[src/design/u16rb_pkg.sv]
// shared types, constants and helpers of the uart 16550 register block
package u16rb_pkg;

   // receive fifo depth and derived widths
   localparam int RX_DEPTH = 16;
   localparam int ADDR_W   = (RX_DEPTH > 1) ? $clog2(RX_DEPTH) : 1;
   localparam int FILL_W   = $clog2(RX_DEPTH + 1);
   localparam int SUM_W    = FILL_W + 1;

   // response queue depth
   localparam int RSP_QDEPTH = 3;
   localparam int RSP_QAW    = $clog2(RSP_QDEPTH);
   localparam int RSP_QCW    = $clog2(RSP_QDEPTH + 1);

   // request kinds
   typedef enum logic [1:0] {
      OP_READ  = 2'd0,
      OP_WRITE = 2'd1,
      OP_LINE  = 2'd2
   } op_type;

   // register offsets
   localparam logic [2:0] REG_DATA = 3'd0;
   localparam logic [2:0] REG_IER  = 3'd1;
   localparam logic [2:0] REG_IIR  = 3'd2;
   localparam logic [2:0] REG_LCR  = 3'd3;
   localparam logic [2:0] REG_MCR  = 3'd4;
   localparam logic [2:0] REG_LSR  = 3'd5;
   localparam logic [2:0] REG_MSR  = 3'd6;
   localparam logic [2:0] REG_SCR  = 3'd7;

   // register bit codes
   localparam logic [7:0] LCR_DLAB      = 8'h80;
   localparam logic [7:0] LSR_DR        = 8'h01;
   localparam logic [7:0] LSR_OE        = 8'h02;
   localparam logic [7:0] LSR_THRE_TEMT = 8'h60;
   localparam logic [7:0] IIR_FIFO      = 8'hC0;
   localparam logic [7:0] IIR_RDA       = 8'h04;
   localparam logic [7:0] IIR_NONE      = 8'h01;
   localparam int         MCR_OUT2_BIT  = 3;
   localparam int         MCR_LOOP_BIT  = 4;
   localparam int         FCR_EN_BIT    = 0;
   localparam int         FCR_FLUSH_BIT = 1;

   // one response item
   typedef struct packed {
      logic       irq;
      logic [7:0] tx_byte;
      logic       tx_valid;
      logic [7:0] read_data;
   } rsp_item_type;

   // head plus offset, folded back into the fifo
   function automatic logic [ADDR_W-1:0] wrap_addr(input logic [SUM_W-1:0] sum);
      logic [SUM_W-1:0] folded;
      folded = (sum >= SUM_W'(RX_DEPTH)) ? sum - SUM_W'(RX_DEPTH) : sum;
      return folded[ADDR_W-1:0];
   endfunction

endpackage

[src/design/u16rb_ram.sv]
// generic single-write, single-read ram with registered read data
module u16rb_ram #(
   parameter int WIDTH = 8,
   parameter int DEPTH = 16
) (
   input  logic                                       clock,
   input  logic                                       wr_en,
   input  logic [((DEPTH > 1) ? $clog2(DEPTH) : 1)-1:0] wr_addr,
   input  logic [WIDTH-1:0]                           wr_data,
   input  logic [((DEPTH > 1) ? $clog2(DEPTH) : 1)-1:0] rd_addr,
   output logic [WIDTH-1:0]                           rd_data
);

   logic [WIDTH-1:0] mem_ff [DEPTH];
   logic [WIDTH-1:0] rd_data_ff;

   always_ff @(posedge clock) begin
      if (wr_en) begin
         mem_ff[wr_addr] <= wr_data;
      end
      rd_data_ff <= mem_ff[rd_addr];
   end

   assign rd_data = rd_data_ff;

endmodule

[src/design/u16rb_rsp_queue.sv]
// small response queue that parts the pipeline from the result channel
module u16rb_rsp_queue import u16rb_pkg::*; (
   input  logic               clock,
   input  logic               reset,
   input  logic               push,
   input  rsp_item_type       push_item,
   output logic [RSP_QCW-1:0] count,
   output logic               rsp_valid,
   input  logic               rsp_ready,
   output rsp_item_type       rsp_item
);

   rsp_item_type       entry_ff [RSP_QDEPTH];
   logic [RSP_QAW-1:0] wr_ptr_ff, wr_ptr_in;
   logic [RSP_QAW-1:0] rd_ptr_ff, rd_ptr_in;
   logic [RSP_QCW-1:0] count_ff, count_in;
   logic               pop;

   assign rsp_valid = (count_ff != '0);
   assign pop       = rsp_valid && rsp_ready;
   assign rsp_item  = entry_ff[rd_ptr_ff];
   assign count     = count_ff;

   always_comb begin
      wr_ptr_in = wr_ptr_ff;
      rd_ptr_in = rd_ptr_ff;
      count_in  = count_ff;
      if (push) begin
         wr_ptr_in = (wr_ptr_ff == RSP_QAW'(RSP_QDEPTH - 1)) ? '0 : wr_ptr_ff + 1'b1;
      end
      if (pop) begin
         rd_ptr_in = (rd_ptr_ff == RSP_QAW'(RSP_QDEPTH - 1)) ? '0 : rd_ptr_ff + 1'b1;
      end
      if (push && !pop) begin
         count_in = count_ff + 1'b1;
      end else if (pop && !push) begin
         count_in = count_ff - 1'b1;
      end
   end

   always_ff @(posedge clock) begin
      if (reset) begin
         wr_ptr_ff <= '0;
         rd_ptr_ff <= '0;
         count_ff  <= '0;
      end else begin
         wr_ptr_ff <= wr_ptr_in;
         rd_ptr_ff <= rd_ptr_in;
         count_ff  <= count_in;
      end
   end

   always_ff @(posedge clock) begin
      if (push) begin
         entry_ff[wr_ptr_ff] <= push_item;
      end
   end

endmodule

[src/design/uart_16550_register_block.sv]
// uart 16550 register block: bus register file with receive fifo in ram
// a request's response is offered once it has passed the ram read stage register
// (which holds the registered fifo ram read) and then been written into the response queue
// throughput: one request per cycle while req_tready is high; it drops when the response queue has no room
// a three-entry response queue keeps requests flowing while responses are held back
// reset: synchronous, active high; clears the register state, the fifo pointers and the
// pipeline valid flags, not the fifo ram (entries are only read once written)
module uart_16550_register_block import u16rb_pkg::*; (
   input  logic        clock,
   input  logic        reset,
   // request channel
   input  logic        req_tvalid,
   output logic        req_tready,
   input  logic [23:0] req_tdata,   // reg_offset[2:0], write_data[10:3], line_byte[18:11]
   input  logic [1:0]  req_tuser,   // op[1:0]
   // response channel
   output logic        rsp_tvalid,
   input  logic        rsp_tready,
   output logic [23:0] rsp_tdata    // read_data[7:0], tx_valid[8], tx_byte[16:9], irq[17]
);

   // register state
   logic [7:0]        dll_ff, dll_in;
   logic [7:0]        dlm_ff, dlm_in;
   logic [3:0]        ier_ff, ier_in;
   logic [7:0]        lcr_ff, lcr_in;
   logic [4:0]        mcr_ff, mcr_in;
   logic [7:0]        scr_ff, scr_in;
   logic              fifo_en_ff, fifo_en_in;
   logic [1:0]        trig_ff, trig_in;
   logic [ADDR_W-1:0] head_ff, head_in;
   logic [FILL_W-1:0] fill_ff, fill_in;
   logic              overrun_ff, overrun_in;

   // ram read stage
   logic              p_valid_ff;
   logic              p_pop_ff, p_pop_in;
   rsp_item_type      p_item_ff, p_item_in;

   // request fields
   logic              req_accept;
   op_type            op;
   logic [2:0]        reg_offset;
   logic [7:0]        write_data;
   logic [7:0]        line_byte;

   // fifo ram access
   logic              ram_wr_en;
   logic [ADDR_W-1:0] ram_wr_addr;
   logic [7:0]        ram_wr_data;
   logic [7:0]        ram_rd_data;

   // response queue
   logic [RSP_QCW-1:0] q_count;
   rsp_item_type       q_push_item;
   rsp_item_type       rsp_item;

   // control helpers
   logic              dlab;
   logic              loop;
   logic              push;
   logic [7:0]        push_byte;
   logic              fifo_full;
   logic              fcr_en;

   assign op         = op_type'(req_tuser);
   assign reg_offset = req_tdata[2:0];
   assign write_data = req_tdata[10:3];
   assign line_byte  = req_tdata[18:11];

   // room for the item in flight plus this one in the response queue
   assign req_tready = (({1'b0, q_count} + {{RSP_QCW{1'b0}}, p_valid_ff})
                        < (RSP_QCW + 1)'(RSP_QDEPTH));
   assign req_accept = req_tvalid && req_tready;

   assign dlab      = lcr_ff[7];
   assign loop      = mcr_ff[MCR_LOOP_BIT];
   assign fifo_full = fill_ff >= (fifo_en_ff ? FILL_W'(RX_DEPTH) : FILL_W'(1));
   assign fcr_en    = write_data[FCR_EN_BIT];

   always_comb begin
      dll_in      = dll_ff;
      dlm_in      = dlm_ff;
      ier_in      = ier_ff;
      lcr_in      = lcr_ff;
      mcr_in      = mcr_ff;
      scr_in      = scr_ff;
      fifo_en_in  = fifo_en_ff;
      trig_in     = trig_ff;
      head_in     = head_ff;
      fill_in     = fill_ff;
      overrun_in  = overrun_ff;
      p_pop_in    = 1'b0;
      p_item_in   = '0;
      push        = 1'b0;
      push_byte   = line_byte;
      ram_wr_en   = 1'b0;
      ram_wr_addr = wrap_addr({{(SUM_W-ADDR_W){1'b0}}, head_ff} + {1'b0, fill_ff});
      ram_wr_data = push_byte;

      if (req_accept) begin
         case (op)
            OP_READ: begin
               case (reg_offset)
                  REG_DATA: begin
                     if (dlab) begin
                        p_item_in.read_data = dll_ff;
                     end else if (fill_ff != '0) begin
                        // data comes from the ram next cycle
                        p_pop_in = 1'b1;
                        head_in  = (head_ff == ADDR_W'(RX_DEPTH - 1)) ? '0 : head_ff + 1'b1;
                        fill_in  = fill_ff - 1'b1;
                     end
                  end
                  REG_IER: begin
                     p_item_in.read_data = dlab ? dlm_ff : {4'b0, ier_ff};
                  end
                  REG_IIR: begin
                     p_item_in.read_data = (ier_ff[0] && fill_ff != '0) ? IIR_RDA : IIR_NONE;
                     if (fifo_en_ff) begin
                        p_item_in.read_data = p_item_in.read_data | IIR_FIFO;
                     end
                  end
                  REG_LCR: begin
                     p_item_in.read_data = lcr_ff;
                  end
                  REG_MCR: begin
                     p_item_in.read_data = {3'b0, mcr_ff};
                  end
                  REG_LSR: begin
                     p_item_in.read_data = LSR_THRE_TEMT
                                         | ((fill_ff != '0) ? LSR_DR : 8'h00)
                                         | (overrun_ff ? LSR_OE : 8'h00);
                     overrun_in = 1'b0;
                  end
                  REG_MSR: begin
                     // loopback shows rts, dtr, out1, out2 on the modem inputs
                     if (loop) begin
                        p_item_in.read_data = {mcr_ff[3], mcr_ff[2], mcr_ff[0], mcr_ff[1], 4'b0};
                     end
                  end
                  REG_SCR: begin
                     p_item_in.read_data = scr_ff;
                  end
                  default: begin
                     p_item_in.read_data = scr_ff;
                  end
               endcase
            end
            OP_WRITE: begin
               case (reg_offset)
                  REG_DATA: begin
                     if (dlab) begin
                        dll_in = write_data;
                     end else if (loop) begin
                        push      = 1'b1;
                        push_byte = write_data;
                     end else begin
                        p_item_in.tx_valid = 1'b1;
                        p_item_in.tx_byte  = write_data;
                     end
                  end
                  REG_IER: begin
                     if (dlab) begin
                        dlm_in = write_data;
                     end else begin
                        ier_in = write_data[3:0];
                     end
                  end
                  REG_IIR: begin
                     // fcr: flush on request or on a change of fifo mode
                     if (write_data[FCR_FLUSH_BIT] || (fcr_en != fifo_en_ff)) begin
                        head_in = '0;
                        fill_in = '0;
                     end
                     fifo_en_in = fcr_en;
                     trig_in    = write_data[7:6];
                  end
                  REG_LCR: begin
                     lcr_in = write_data;
                  end
                  REG_MCR: begin
                     mcr_in = write_data[4:0];
                  end
                  REG_SCR: begin
                     scr_in = write_data;
                  end
                  default: begin
                  end
               endcase
            end
            OP_LINE: begin
               // receiver is cut off from the line in loopback
               push = !loop;
            end
            default: begin
            end
         endcase

         if (push) begin
            ram_wr_data = push_byte;
            if (fifo_full) begin
               overrun_in = 1'b1;
               // holding register mode: newest byte replaces the held one
               if (!fifo_en_ff && fill_ff != '0) begin
                  ram_wr_en   = 1'b1;
                  ram_wr_addr = wrap_addr({{(SUM_W-ADDR_W){1'b0}}, head_ff}
                                          + {1'b0, fill_ff} - 1'b1);
               end
            end else begin
               ram_wr_en = 1'b1;
               fill_in   = fill_ff + 1'b1;
            end
         end

         // interrupt reflects the state after this request
         p_item_in.irq = ier_in[0] && (fill_in != '0) && mcr_in[MCR_OUT2_BIT];
      end
   end

   always_ff @(posedge clock) begin
      if (reset) begin
         dll_ff     <= '0;
         dlm_ff     <= '0;
         ier_ff     <= '0;
         lcr_ff     <= '0;
         mcr_ff     <= '0;
         scr_ff     <= '0;
         fifo_en_ff <= 1'b0;
         trig_ff    <= '0;
         head_ff    <= '0;
         fill_ff    <= '0;
         overrun_ff <= 1'b0;
         p_valid_ff <= 1'b0;
      end else begin
         dll_ff     <= dll_in;
         dlm_ff     <= dlm_in;
         ier_ff     <= ier_in;
         lcr_ff     <= lcr_in;
         mcr_ff     <= mcr_in;
         scr_ff     <= scr_in;
         fifo_en_ff <= fifo_en_in;
         trig_ff    <= trig_in;
         head_ff    <= head_in;
         fill_ff    <= fill_in;
         overrun_ff <= overrun_in;
         p_valid_ff <= req_accept;
      end
   end

   // payload of the ram read stage
   always_ff @(posedge clock) begin
      p_pop_ff  <= p_pop_in;
      p_item_ff <= p_item_in;
   end

   // receive fifo storage, read at the head every cycle
   u16rb_ram #(
      .WIDTH(8),
      .DEPTH(RX_DEPTH)
   ) u_rx_ram (
      .clock   (clock),
      .wr_en   (ram_wr_en),
      .wr_addr (ram_wr_addr),
      .wr_data (ram_wr_data),
      .rd_addr (head_ff),
      .rd_data (ram_rd_data)
   );

   // merge the popped byte into the response
   always_comb begin
      q_push_item = p_item_ff;
      if (p_pop_ff) begin
         q_push_item.read_data = ram_rd_data;
      end
   end

   u16rb_rsp_queue u_rsp_queue (
      .clock     (clock),
      .reset     (reset),
      .push      (p_valid_ff),
      .push_item (q_push_item),
      .count     (q_count),
      .rsp_valid (rsp_tvalid),
      .rsp_ready (rsp_tready),
      .rsp_item  (rsp_item)
   );

   assign rsp_tdata = {6'b0, rsp_item.irq, rsp_item.tx_byte, rsp_item.tx_valid,
                       rsp_item.read_data};

endmodule
[config.mk]
export PLATFORM = sky130hd
export DESIGN_NAME = uart_16550_register_block
export DESIGN_NICKNAME = d
export VERILOG_FILES = /design/src/design/u16rb_pkg.sv /design/src/design/u16rb_ram.sv /design/src/design/u16rb_rsp_queue.sv /design/src/design/uart_16550_register_block.sv
export SDC_FILE = /design/constraint.sdc
export NUM_CORES = 1
export LEC_CHECK = 0
export BUFFER_PORTS_ARGS = -buffer_cell sky130_fd_sc_hd__buf_4
export CORE_UTILIZATION = 45
export DETAILED_ROUTE_END_ITERATION = 8
export PLACE_DENSITY = 0.66
export SLEW_MARGIN = 20
export SYNTH_ARGS = -nofsm -noshare
export SYNTH_HDL_FRONTEND = slang
export SYNTH_SLANG_ARGS = --single-unit
[constraint.sdc]
create_clock -name clock -period 9.05 [get_ports clock]
set_input_delay 1.3575 -clock clock [delete_from_list [all_inputs] [get_ports clock]]
set_output_delay 1.3575 -clock clock [all_outputs]
set_load 0.03 [all_outputs]
After elaboration in Yosys (flattened, before gate mapping)
Memories as Yosys holds them, arrays and structs flattened. A register that Yosys moved wholly into a read port is not among the register bits.
Index checks and enable logic that the tools add are counted.
- equal/unequal tests: 22
- order comparisons: 4
- $add $sub $neg: 12
- bitwise logic cells: 5
- mux-type cells: 70
- reductions and logical operators: 32
- operators with widths (cell ; count):
    8-bit 2-to-1 mux ; 11
    4-bit 2-to-1 mux ; 16
    8-bit one-hot mux with 8 select lines ; 1
    5-bit 2-to-1 mux ; 12
    1-bit 2-to-1 mux ; 19
    2-bit 2-to-1 mux ; 7
    3-bit equality test (second input constant) ; 4
    6-bit by 5-bit greater-or-equal comparator with 1-bit output (second input constant) ; 2
    2-bit inequality test (second input constant) ; 6
    3-bit AND reduction ; 4
    4-bit AND reduction ; 3
    5-bit one-hot mux with 2 select lines ; 1
    5-bit nonzero test ; 2
    1-bit logical AND ; 8
    4-bit one-hot mux with 2 select lines ; 1
    4-bit OR reduction ; 2
    4-bit by 1-bit subtractor with 4-bit output (second input constant) ; 2
    7-bit by 2-bit OR with 7-bit output ; 1
    7-bit AND reduction ; 1
    2-bit by 1-bit adder with 2-bit output (second input constant) ; 3
    4-bit by 5-bit adder with 6-bit output ; 1
    2-bit equality test (second input constant) ; 3
    3-bit by 2-bit equality test with 1-bit output (second input constant) ; 2
    2-bit by 1-bit inequality test with 1-bit output (second input constant) ; 3
    22 further kinds ; 30
- memories kept: 2
- word-level logic and storage cells: 168
- bits in writable memories: 182
- flip-flop bits (word level): 78
- memories (name ; words ; width ; rd ports ; clocked after Yosys merged registers in ; wr ports ; line ; text):
    u_rx_ram.mem_ff ; 16 ; 8 ; 1 ; 1 ; 1 ; u16rb_ram.sv:14 ; logic [WIDTH-1:0] mem_ff [DEPTH];
    u_rsp_queue.entry_ff ; 3 ; 18 ; 1 ; 1 ; 1 ; u16rb_rsp_queue.sv:13 ; rsp_item_type entry_ff [RSP_QDEPTH];

Logic depth before layout (Yosys ltp)
- depth after elaboration: 11
- gate-level depth with buffers: 10
- mapped depth without buffers: 9

Cells and area by module
Synthesis repeated with hierarchy kept, for this count alone.
- cell total of the unflattened synthesis: 838
- area, all modules: 11461.0 µm²
- modules (own cells, without submodules) (module ; instances ; cells an instance ; sequential area each (µm²) ; area each (µm²)):
    u16rb_ram ; 1 ; 229 ; 4003.8 ; 5147.4
    uart_16550_register_block ; 1 ; 462 ; 1441.4 ; 4011.3
    u16rb_rsp_queue ; 1 ; 147 ; 1781.7 ; 2302.2

Worst setup path before layout
Ideal clock, no wire load.
- path kind: input -> register
- start: input port req_tuser[0]
- end: memory u_rx_ram.mem_ff[6][0], enable pin
- path buffers: 0
- data arrival time: 3.084 ns
- stages: 8
- library setup time: 0.370 ns
- slack: 5.595 ns
- path through: inv_1 ha_1 and3b_1 a41o_2 nand4_2 mux2i_1 mux2i_1 nor2_1
- longest elaborated chain between the ends: 7
- RTL lines (item ; line ; text):
    start: declaration ; uart_16550_register_block.sv:15 ; input logic [1:0] req_tuser,
    2-bit equality test or 2-bit by 1-bit equality test with 1-bit output (tied branches) ; uart_16550_register_block.sv:102 ; case (op)
    1-bit one-hot mux with 2 select lines (*) ; uart_16550_register_block.sv:102 ;
    1-bit 2-to-1 mux (*) ; uart_16550_register_block.sv:101 ; if (req_accept) begin
    1-bit 2-to-1 mux ; uart_16550_register_block.sv:200 ; if (push) begin
    1-bit 2-to-1 mux ; uart_16550_register_block.sv:101 ;
    1-bit 2-to-1 mux ; u16rb_ram.sv:18 ; if (wr_en) begin
    1-bit 2-to-1 mux (not written as such) ; u16rb_ram.sv:19 ; mem_ff[wr_addr] <= wr_data;
    end: declaration ; u16rb_ram.sv:14 ;
Mark *: on every way between the ends. The rest lies on a longest branch, timed or not. The select of a mux whose other input is x is not followed.

Final worst setup path
- start: input port req_tuser[1]
- end: memory u_rx_ram.mem_ff[4][3], enable pin
Same word-level chain as after synthesis.

==> impl_metrics.py <==
metrics = {
    "floorplan": {
        "die-area_mm2": 0.0260,
        "die_h_um": 161,
        "core_mm2": 0.0246,
        "die_w_um": 161,
        "rows": 57,
        "initial_core_util": 0.464,
        "io_pins": 56,
    },
    "critical_path": {
        "worstSetupPathType": "in2reg",
        "ff2ff_path_depth": 9,
        "r2r_start": "head_ff[0]",
        "startpoint_type": "input pin",
        "rr_endpoint": "u_rx_ram.mem_ff[4][3]",
        "critical_path.top_delay_family": "simple AND/OR/NAND/NOR gates",
        "end_kind": "register",
        "cp_cell_sequence": "buf_4 -> inv_1 -> ha_1 -> a41o_2 -> nand4_2 -> nor3b_1 -> mux2i_1 -> nor2_1",
        "cp.arrival_ns": 3.98,
        "worstPathRequired_ns": 9.20,
        "crit_fanout": 19,
        "critical_path.max_stage_delay_ns": 0.72,
        "rrSetupSlack_ns": 5.29,
        "slowest_stage": "nor2_1",
        "cp.buffers_inverters": 2,
    },
    "clock_network": {
        "holdBufCountCts": 0,
        "cts_resized": 0,
        "cts_root_buf": "clkbuf_16",
        "cts_setup_buffers": 0,
        "cts_buffers": 28,
        "cts_tree": "done",
        "clk_pin_slew_ns": 0.06,
        "h-tree-depth": 1,
        "cts.sink_count": 270,
        "clockBufferDepth": 3,
        "insertion_delay_ns": 0.53,
    },
    "grt": {
        "met2_usage": 0.284,
        "antenna_found_initial": 1,
        "use_met3": 0.0316,
        "grt_pass1_wl_mm": 36.5,
        "gr-total-overflow": 0,
        "grtUsageTotal": 0.181,
        "grt_max_degree": 60,
        "first_global_vias": 6379,
        "top_usage_layer": "met2",
        "use_met1": 0.261,
    },
    "min_path": {
        "hold_path_end": "u_rsp_queue.entry_ff[1][11]",
        "min_path_cells": 0,
        "min_from": "p_item_ff[11]",
        "hold_class": "reg2reg",
    },
    "logic_synthesis": {
        "synth-warning-count": 0,
        "ys_async_sr_fraction": 0,
        "avgSynthCellArea_um2": 13.8,
        "synth-main-ff-cell": "edfxtp_1",
        "synth_area_mm2": 0.0114,
        "synth_edf_count": 182,
        "yosysSeqAreaShare": 0.632,
        "synth_cell_type_count": 65,
        "syn_inst": 830,
        "ys_ff_latch": 270,
    },
    "timing": {
        "fmax_mhz": 261,
        "fin_crit_ns": 3.83,
        "worstMarginPinSlew_ns": 0.874,
        "maxSlewViolCount": 0,
        "slew_headroom": 0.415,
        "setup_viol": 0,
        "fin_crit_sh": 0.424,
        "hold_slack_ns": 0.450,
        "clock_skew_ns": 0.00809,
        "rsz0062_at_grt": "no",
        "hold_violations": 0,
        "timing.setup.tns_ns": 0,
    },
    "routing": {
        "drc_errors": 0,
        "viasPerCell": 5.58,
        "totalWireLength_mm": 23.3,
        "vias": 6726,
        "routedWlPerCell_um": 19.4,
        "drt_iter0_markers": 583,
        "dr.pass1.iters": 5,
        "postRouteAntennaNets": 0,
    },
    "flow_run": {
        "max-cap-violations": 0,
    },
    "pwr": {
        "p_per_area_mw_per_mm2": 217,
        "p_leak_nw": 4.46,
        "irDropWorstVdd_v": 0.000147,
    },
    "layout": {
        "layout-drive-gt1-share": 0.188,
        "fill_cells": 2044,
        "areaGrowthSynthToFinish_pct": 12.6,
        "nets": 908,
    },
    "outcome": {
        "status": "finished, final reports clean",
    },
    "placed_design": {
        "io_buffer_count": 44,
        "hpwl_mm": 15.3,
        "finalWeightedCongestion": 0.851,
    },
}
==> metal layers <==
metal / up-vias / wire (µm)
li1: 3176 / -
met3: 33 / 1350
met1: 3314 / 10700
met4: 0 / 567
met2: 203 / 10800
met5: - / 0
==> final cells by class <==
| type | count | area, µm² | area share |
|---|---|---|---|
| sequential | 270 | 7230 | 0.562 |
| multi-input combinational | 501 | 3960 | 0.308 |
| clock buffer | 39 | 793 | 0.0616 |
| tap | 324 | 405 | 0.0315 |
| timing repair buffer | 49 | 368 | 0.0286 |
| clock inverter | 9 | 71.3 | 0.00554 |
| inverter | 11 | 41.3 | 0.00321 |
| antenna | 2 | 5.00 | 0.000389 |
==> how the worst max path moves through the flow <==
stage                             from                    end  slack [ns]  cells after the start
after floorplan           req_tuser[0]  u_rx_ram.mem_ff[6][0]        5.60                      8
after global placement    req_tuser[1]  u_rx_ram.mem_ff[4][1]        4.76                      8
after detailed placement  req_tuser[1]  u_rx_ram.mem_ff[4][1]        4.69                      8
after CTS                   head_ff[0]  u_rx_ram.mem_ff[4][3]        5.23                      9
after global routing        head_ff[0]  u_rx_ram.mem_ff[4][3]        4.97                      9
final                     req_tuser[1]  u_rx_ram.mem_ff[4][3]        5.22                      8
==> kinds of logic after synthesis <==
group,count (synthesis),synth area share
AND/OR/NAND/NOR,225,0.0988
adder cells (fa/ha/maj),17,0.0193
other,1,0.000328
AO/OA/AOI/OAI,124,0.0671
buffers and inverters,64,0.0242
flip-flops,270,0.632
multiplexers,123,0.153
XOR/XNOR,6,0.00460
==> cell usage after synthesis, drive strengths merged (2+ instances only) <==
master | instances | area, µm²
edfxtp | 182 | 5470
dfxtp | 88 | 1760
nor2 | 84 | 318
mux2i | 66 | 661
nand2 | 58 | 218
o21ai | 43 | 215
mux4 | 40 | 901
a21oi | 38 | 190
clkbuf | 36 | 136
buf | 17 | 98.8
mux2 | 17 | 191
ha | 16 | 200
nor3 | 13 | 87.6
nand3 | 12 | 60.1
and2 | 11 | 68.8
inv | 11 | 41.3
nor3b | 8 | 71.3
a211oi | 6 | 45.0
a31oi | 6 | 37.5
nand4 | 6 | 50.0
a22oi | 5 | 37.5
nand2b | 5 | 31.3
and3 | 4 | 25.0
nand3b | 4 | 30.0
or3 | 4 | 25.0
xor2 | 4 | 35.0
a211o | 3 | 26.3
a21o | 3 | 22.5
a221oi | 3 | 26.3
a22o | 3 | 26.3
or2 | 3 | 18.8
and3b | 2 | 17.5
nor2b | 2 | 12.5
o22ai | 2 | 12.5
or4 | 2 | 15.0
or4b | 2 | 23.8
xnor2 | 2 | 17.5
==> per-stage QoR <==
stage	setup slack, ns	area (µm²)	total power [W]	cells	util
final	5.22	12900	0.00279	1205	0.523
after detailed placement	4.69	12000	0.00175	1155	0.488
after global routing	4.97	12900	0.00290	1203	0.523
after CTS	5.23	12900	0.00282	1203	0.523
after global placement	4.76	12000	0.00174	1155	0.488
after floorplan	5.60	11400	0.00164	835	-
==> cells in the final DEF (no fill, tap or decap), types with 4 or more instances in the layout <==
cell type  instances
a211oi_1           6
a21oi_1           38
a22oi_1            5
a31oi_1            6
and2_1            11
and3_1             4
buf_4             49
clkbuf_1           7
clkbuf_16         29
conb_1             6
dfxtp_1           85
edfxtp_1         182
ha_1              16
inv_1             11
mux2_2            17
mux2i_1           66
mux4_2            40
nand2_1           58
nand2b_1           5
nand3_1           12
nand3b_1           4
nand4_1            4
nor2_1            83
nor3_1             9
nor3b_1            6
o21ai_0           42
or3_1              4
xor2_1             4
==> registers in the layout (all words and copies together) (netlist names), 8 cells and up, named ones only <==
register / flops
lcr_ff: 8
dlm_ff: 8
u_rx_ram.rd_data: 8
u_rsp_queue.entry_ff: 54
scr_ff: 8
dll_ff: 8
u_rx_ram.mem_ff: 128
p_item_ff: 18
==> where the power goes <==
part | internal (W) | switching [W] | total (W)
clock | 0.000634 | 0.000437 | 0.00107
combinational | 0.000129 | 0.000215 | 0.000344
sequential | 0.00134 | 0.0000328 | 0.00138
No activity file was read; power rests on OpenSTA's default activity.
